[src/rtl/core/sqbn_pkg.sv]
// Package for the square root block: payload word types, sequencer states
// and fixed constants. No dependencies.
`default_nettype none
package sqbn_pkg;

    localparam logic [31:0] ONE_Q16   = 32'h0001_0000;
    localparam logic [31:0] TOL_RESET = 32'd6554;
    localparam int unsigned STEP_MAX  = 127;

    typedef enum logic [0:0] {
        FUNC_BISECT = 1'b0,
        FUNC_NEWTON = 1'b1
    } func_t;

    typedef struct packed {
        logic        func;
        logic [31:0] value;
    } in_t;

    typedef struct packed {
        logic [31:0] root;
        logic [6:0]  step_count;
        logic        converged;
    } out_t;

    typedef struct packed {
        logic        start;
        logic [63:0] dividend;
        logic [32:0] divisor;
    } div_req_t;

    typedef struct packed {
        logic        busy;
        logic        done;
        logic [63:0] quotient;
    } div_rsp_t;

    typedef enum logic [6:0] {
        ST_IDLE = 7'b0000001,
        ST_STEP = 7'b0000010,
        ST_MUL  = 7'b0000100,
        ST_EVAL = 7'b0001000,
        ST_DIV  = 7'b0010000,
        ST_UPD  = 7'b0100000,
        ST_DONE = 7'b1000000
    } state_t;

endpackage
`default_nettype wire

[src/rtl/core/square_root_bisect_or_newton.sv]
// Square root of an unsigned Q16.16 word by bisection or Newton-Raphson.
// Depends on sqbn_pkg and sqbn_div.
//
// One word is taken at a time; in_ready is low until the result has been
// handed to the output register. Each bisection midpoint passes through
// step, 32x32 square and compare; each Newton update passes through
// square, compare, the bit-serial 64-bit divider and update. Operands 0
// and 1.0 under bisection finish without a midpoint. The user must write
// the tolerance register (cfg_we/cfg_wdata) only while the block is idle;
// the block itself does not enforce it.
`default_nettype none
module square_root_bisect_or_newton
    import sqbn_pkg::*;
#(
    parameter int unsigned MAX_ITER = 64
)
(
    input  wire logic        clk,
    input  wire logic        rst_n,
    input  wire logic        in_valid,
    output logic             in_ready,
    input  wire in_t         in_data,
    output logic             out_valid,
    input  wire logic        out_ready,
    output out_t             out_data,
    input  wire logic        cfg_we,
    input  wire logic [31:0] cfg_wdata
);

    localparam int unsigned NW = $clog2(MAX_ITER + 1);
    localparam logic [NW-1:0] ITER_LIM = NW'(MAX_ITER);

    state_t      state_reg, state_next;
    logic [31:0] tol_reg;
    logic        func_reg, func_next;
    logic [31:0] val_reg, val_next;
    logic [31:0] a_reg, a_next;
    logic [31:0] b_reg, b_next;
    logic [31:0] x_reg, x_next;
    logic [NW-1:0] n_reg, n_next;
    logic [63:0] sq_reg;
    logic        pos_reg, pos_next;
    out_t        res_reg, res_next;
    out_t        out_reg;
    logic        out_valid_reg, out_valid_next;

    logic [63:0] vq, tq, diff;
    logic        sq_ge, in_tol;
    logic [32:0] mid_sum;
    logic [64:0] up_sum;
    logic [6:0]  steps_out;
    div_req_t    dreq;
    div_rsp_t    drsp;

    sqbn_div u_div (
        .clk   (clk),
        .rst_n (rst_n),
        .req   (dreq),
        .rsp   (drsp)
    );

    assign vq      = {16'b0, val_reg, 16'b0};
    assign tq      = {16'b0, tol_reg, 16'b0};
    assign sq_ge   = (sq_reg >= vq);
    assign diff    = sq_ge ? (sq_reg - vq) : (vq - sq_reg);
    assign in_tol  = (diff <= tq);
    assign mid_sum = {1'b0, a_reg} + {1'b0, b_reg};
    assign up_sum  = {33'b0, x_reg} + {1'b0, drsp.quotient};
    assign steps_out = (32'(n_reg) > STEP_MAX) ? 7'(STEP_MAX) : 7'(n_reg);

    assign in_ready = (state_reg == ST_IDLE);

    always_comb
    begin
        state_next     = state_reg;
        func_next      = func_reg;
        val_next       = val_reg;
        a_next         = a_reg;
        b_next         = b_reg;
        x_next         = x_reg;
        n_next         = n_reg;
        pos_next       = pos_reg;
        res_next       = res_reg;
        out_valid_next = out_valid_reg;
        dreq.start     = 1'b0;
        dreq.dividend  = diff;
        dreq.divisor   = {x_reg, 1'b0};

        if (out_valid_reg && out_ready)
            out_valid_next = 1'b0;

        unique case (state_reg)
            ST_IDLE:
            begin
                if (in_valid)
                begin
                    func_next = in_data.func;
                    val_next  = in_data.value;
                    n_next    = '0;
                    a_next    = '0;
                    b_next    = (in_data.value >= ONE_Q16) ? in_data.value : ONE_Q16;
                    x_next    = (in_data.value >= ONE_Q16) ? in_data.value : ONE_Q16;
                    if (in_data.func == FUNC_NEWTON)
                        state_next = ST_MUL;
                    else if (in_data.value == 32'd0 || in_data.value == ONE_Q16)
                    begin
                        // exact endpoint, no midpoint needed
                        res_next.root       = in_data.value;
                        res_next.step_count = '0;
                        res_next.converged  = 1'b1;
                        state_next          = ST_DONE;
                    end
                    else
                        state_next = ST_STEP;
                end
            end
            ST_STEP:
            begin
                if (n_reg >= ITER_LIM)
                begin
                    res_next.root       = x_reg;
                    res_next.step_count = steps_out;
                    res_next.converged  = 1'b0;
                    state_next          = ST_DONE;
                end
                else
                begin
                    x_next     = mid_sum[32:1];
                    n_next     = n_reg + NW'(1);
                    state_next = ST_MUL;
                end
            end
            ST_MUL:
                state_next = ST_EVAL;
            ST_EVAL:
            begin
                if (func_reg == FUNC_BISECT)
                begin
                    if (sq_ge)
                        b_next = x_reg;
                    else
                        a_next = x_reg;
                    if (in_tol)
                    begin
                        res_next.root       = x_reg;
                        res_next.step_count = steps_out;
                        res_next.converged  = 1'b1;
                        state_next          = ST_DONE;
                    end
                    else
                        state_next = ST_STEP;
                end
                else
                begin
                    priority if (in_tol)
                    begin
                        res_next.root       = x_reg;
                        res_next.step_count = steps_out;
                        res_next.converged  = 1'b1;
                        state_next          = ST_DONE;
                    end
                    else if (x_reg == 32'd0 || n_reg >= ITER_LIM)
                    begin
                        res_next.root       = x_reg;
                        res_next.step_count = steps_out;
                        res_next.converged  = 1'b0;
                        state_next          = ST_DONE;
                    end
                    else
                    begin
                        pos_next   = sq_ge;
                        dreq.start = 1'b1;
                        state_next = ST_DIV;
                    end
                end
            end
            ST_DIV:
            begin
                if (drsp.done)
                    state_next = ST_UPD;
            end
            ST_UPD:
            begin
                // floor a decrease at zero, saturate an increase
                if (pos_reg)
                    x_next = (drsp.quotient >= {32'b0, x_reg}) ? 32'd0 :
                             (x_reg - drsp.quotient[31:0]);
                else
                    x_next = (up_sum[64:32] != 33'd0) ? 32'hFFFF_FFFF : up_sum[31:0];
                n_next     = n_reg + NW'(1);
                state_next = ST_MUL;
            end
            ST_DONE:
            begin
                if (!out_valid_reg || out_ready)
                begin
                    out_valid_next = 1'b1;
                    state_next     = ST_IDLE;
                end
            end
            default:
                state_next = ST_IDLE;
        endcase
    end

    always_ff @(posedge clk or negedge rst_n)
    begin
        if (!rst_n)
        begin
            state_reg     <= ST_IDLE;
            out_valid_reg <= 1'b0;
            tol_reg       <= TOL_RESET;
            n_reg         <= '0;
        end
        else
        begin
            state_reg     <= state_next;
            out_valid_reg <= out_valid_next;
            n_reg         <= n_next;
            if (cfg_we)
                tol_reg <= cfg_wdata;
        end
    end

    always_ff @(posedge clk)
    begin
        func_reg <= func_next;
        val_reg  <= val_next;
        a_reg    <= a_next;
        b_reg    <= b_next;
        x_reg    <= x_next;
        pos_reg  <= pos_next;
        res_reg  <= res_next;
        sq_reg   <= 64'(x_reg) * 64'(x_reg);
        if (state_reg == ST_DONE && (!out_valid_reg || out_ready))
            out_reg <= res_reg;
    end

    assign out_valid = out_valid_reg;
    assign out_data  = out_reg;

    a_iter_bound: assert property (@(posedge clk) disable iff (!rst_n)
        n_reg <= ITER_LIM)
        else $error("step counter passed the limit");

    a_div_busy: assert property (@(posedge clk) disable iff (!rst_n)
        drsp.busy |-> state_reg == ST_DIV)
        else $error("divider running outside the divide state");

    a_accept_busy: assert property (@(posedge clk) disable iff (!rst_n)
        (in_valid && in_ready) |=> !in_ready)
        else $error("second word taken while one is in flight");

    a_done_loads: assert property (@(posedge clk) disable iff (!rst_n)
        (state_reg == ST_DONE && !out_valid_reg) |=> out_valid_reg)
        else $error("finished result not moved to output");

endmodule
`default_nettype wire

[src/rtl/core/sqbn_div.sv]
// Restoring divider, one quotient bit per cycle: 64-bit dividend over a
// 33-bit divisor. Depends on sqbn_pkg.
`default_nettype none
module sqbn_div
    import sqbn_pkg::*;
(
    input  wire logic     clk,
    input  wire logic     rst_n,
    input  wire div_req_t req,
    output div_rsp_t      rsp
);

    logic [63:0] quo_reg, quo_next;
    logic [33:0] rem_reg, rem_next;
    logic [32:0] dvs_reg, dvs_next;
    logic [6:0]  cnt_reg, cnt_next;
    logic        busy_reg, busy_next;
    logic        done_reg, done_next;
    logic [33:0] rem_sh;
    logic [34:0] rem_sub;

    assign rem_sh  = {rem_reg[32:0], quo_reg[63]};
    assign rem_sub = {1'b0, rem_sh} - {2'b00, dvs_reg};

    always_comb
    begin
        quo_next  = quo_reg;
        rem_next  = rem_reg;
        dvs_next  = dvs_reg;
        cnt_next  = cnt_reg;
        busy_next = busy_reg;
        done_next = 1'b0;
        if (req.start)
        begin
            quo_next  = req.dividend;
            rem_next  = '0;
            dvs_next  = req.divisor;
            cnt_next  = 7'd64;
            busy_next = 1'b1;
        end
        else if (busy_reg)
        begin
            // keep the difference when it does not go negative
            if (!rem_sub[34])
            begin
                rem_next = rem_sub[33:0];
                quo_next = {quo_reg[62:0], 1'b1};
            end
            else
            begin
                rem_next = rem_sh;
                quo_next = {quo_reg[62:0], 1'b0};
            end
            cnt_next = cnt_reg - 7'd1;
            if (cnt_reg == 7'd1)
            begin
                busy_next = 1'b0;
                done_next = 1'b1;
            end
        end
    end

    always_ff @(posedge clk or negedge rst_n)
    begin
        if (!rst_n)
        begin
            busy_reg <= 1'b0;
            done_reg <= 1'b0;
            cnt_reg  <= '0;
        end
        else
        begin
            busy_reg <= busy_next;
            done_reg <= done_next;
            cnt_reg  <= cnt_next;
        end
    end

    always_ff @(posedge clk)
    begin
        quo_reg <= quo_next;
        rem_reg <= rem_next;
        dvs_reg <= dvs_next;
    end

    assign rsp.busy     = busy_reg;
    assign rsp.done     = done_reg;
    assign rsp.quotient = quo_reg;

endmodule
`default_nettype wire
[config.mk]
export PLATFORM = sky130hd
export DESIGN_NAME = square_root_bisect_or_newton
export DESIGN_NICKNAME = d
export VERILOG_FILES = /design/src/rtl/core/sqbn_pkg.sv /design/src/rtl/core/square_root_bisect_or_newton.sv /design/src/rtl/core/sqbn_div.sv
export SDC_FILE = /design/constraint.sdc
export NUM_CORES = 2
export LEC_CHECK = 0
export ABC_AREA = 1
export BUFFER_PORTS_ARGS = -buffer_cell sky130_fd_sc_hd__buf_2
export CORE_MARGIN = 2
export CORE_UTILIZATION = 30
export CTS_BUF_LIST = sky130_fd_sc_hd__clkbuf_2
export DETAILED_ROUTE_END_ITERATION = 8
export SETUP_SLACK_MARGIN = 0.1
export SLEW_MARGIN = 20
export SYNTH_ARGS = -nofsm -noshare
export SYNTH_HDL_FRONTEND = slang
export SYNTH_HIERARCHICAL = 1
export SYNTH_SLANG_ARGS = --single-unit
[constraint.sdc]
create_clock -name clk -period 12.6 [get_ports clk]
set_input_delay 0.63 -clock clk [delete_from_list [all_inputs] [get_ports clk]]
set_output_delay 0.63 -clock clk [all_outputs]
set_load 0.02 [all_outputs]
==> results by group <==
Run status
  – Status: completed

Critical path
  – Critical path required time: 13.99 ns
  – Arr. time, crit path: 10.33 ns
  – Crit path launch type: flip-flop
  – Worst setup EP type: flip-flop
  – CP Max Fanout: 27
  – Worst R2R Setup Slack: 3.66 ns
  – Slowest stage delay, CP: 1.09 ns
  – Critical path class: flip-flop to flip-flop
  – Reg-to-Reg Start: x_reg[10]
  – R2r endpoint: sq_reg[55]
  – FF-to-FF path depth: 32
  – Worst path slowest cell: edfxtp_1

STA
  – Least-Margin Pin Slew: 1.16 ns
  – Final Hold Vio Count: 0
  – Unrepaired setup endpoints after global routing: no
  – Finish-stage setup viols: 0
  – Period utilization: 0.709
  – Final min period: 8.94 ns
  – Max Freq: 112 MHz
  – Final setup margin: 3.66 ns
  – TNS Setup: 0 ns
  – Clock skew: 0.196 ns
  – Max Slew Vio Count: 0
  – Worst slew margin: 0.219

Layout
  – Area of the multi-input gates: 44500 um^2
  – Fillers: 23900
  – Layout area overhead: 10.1%
  – Share of cells above drive strength 1: 0.0630
  – Max reg flops: 64
  – Final instance area: 73100 um^2
  – Register area: 12600 um^2
  – Final Core Density: 0.332
  – Fin nets: 10500

Placement
  – RD Place Congestion: 1.04
  – Placed inst area: 70100 um^2
  – HPWL Detailed: 195 mm
  – Buffers on Ports: 111
  – Pre-CTS setup slack: 3.76 ns

Clocking
  – Post-CTS setup buffers: 0
  – Cts bufs inserted: 118
  – CTS tree: done
  – Clock transition at the registers of the reported paths: 0.12 ns
  – Sink Count: 459
  – Root Driver: clkbuf_2
  – H-tree Lvls: 3
  – Skew-Pair Late Insertion Delay: 1.53 ns
  – Clock Path Buffers: 3

GRT
  – First-pass GRT wire length: 362 mm
  – Vias in the first global route: 57900
  – Antenna violations before repair: 13
  – Largest net degree at the start of global routing: 73
  – GRT Residual Overflow: 0
  – Total Routing Usage GR: 0.214

Floorplan
  – Initial Util: 0.302
  – # rows: 172
  – Core area: 220000 um^2
  – Die area: 225000 um^2
  – I/O pin total: 112
  – Die height: 474 um
  – Die X: 474 um

Yosys
  – Synth Instances: 8852
  – Mean post-synth cell area: 7.50 um^2
  – Ys Warns: 6
  – Netlist Area Pre-Place: 66400 um^2
  – Syn_nets: 10300

Hold path
  – Hold Path Depth: 2
  – Hold Crit Class: primary input to flip-flop
  – Worst Hold End: val_reg[8]
  – Hold Startpoint: in_data[8]

Run
  – Maxcap violations: 0

Route
  – Number of vias per cell: 4.75
  – DR vias: 57700
  – Drt drc: 0
  – Post-route antenna net violation count: 0
  – DR iter-0 viols: 4834
  – Routed WL: 244 mm
  – Drt first pass iters: 9
  – DR WL/cell: 20.0 um
[timing repair]
action	4_1_cts	5_1_grt
hold endpoints to repair	242	0
gates resized for setup	0	0
hold buffers	173	0
[how the worst max path moves through the flow]
stage	from	end	slack, ns
finish	x_reg[10]	sq_reg[55]	3.66
CTS	x_reg[10]	sq_reg[45]	3.82
global placement	x_reg[10]	sq_reg[45]	3.70
detailed placement	x_reg[10]	sq_reg[47]	3.76
floorplan	val_reg[0]	u_div/quo_reg[0]	4.51
global route	x_reg[10]	sq_reg[51]	3.41
[per-stage QoR]
stage / instances / hold WS, ns
after floorplan: 8852 / 0.334
after global placement: 11800 / 0.402
after detailed placement: 11800 / 0.405
after CTS: 12100 / 0.00728
after global routing: 12200 / 0.0368
final: 12200 / 0.117
[layout by cell type, fill, tap and decap left out, types with 35 or more instances in the layout]
master and count:
a21oi_1 341, buf_2 111, buf_4 60, clkbuf_2 162
clkinv_1 35, dfrtp_1 48, dfxtp_1 96, dlygate4sd3_1 173
edfxtp_1 307, fa_1 797, ha_1 559, inv_1 2191
inv_2 36, nand2_1 2255, nand3_1 322, nand4_1 84
nor2_1 544, nor2_2 43, nor3_1 63, o21ai_0 286
o21bai_1 70, xnor2_1 81, xor2_1 122
[worst max-delay path: cells and delay by family (launching register included)]
kind | cells | cell delay [ns]
AO/OA/AOI/OAI | 7 | 1.62
adder cells (fa/ha/maj) | 9 | 4.41
flip-flops | 1 | 1.09
AND/OR/NAND/NOR | 7 | 0.71
buffers and inverters | 9 | 1.06
[cell type report]
type | count | area share
repair buffers | 344 | 0.0375
inverters | 2234 | 0.115
clock inverters | 59 | 0.00596
multi-input cells | 5932 | 0.608
clock buffers | 162 | 0.0111
diodes | 9 | 0.000308
well taps | 2958 | 0.0506
flip-flops and latches | 459 | 0.172
[routing by layer]
metal	wire, um	track usage
met1	101000	0.277
met2	114000	0.360
met3	16600	0.0257
met4	12100	0.0939
met5	90	0
Power is not shown: default switching activity piles up to over one toggle a cycle in this logic, so the estimate is an artifact.
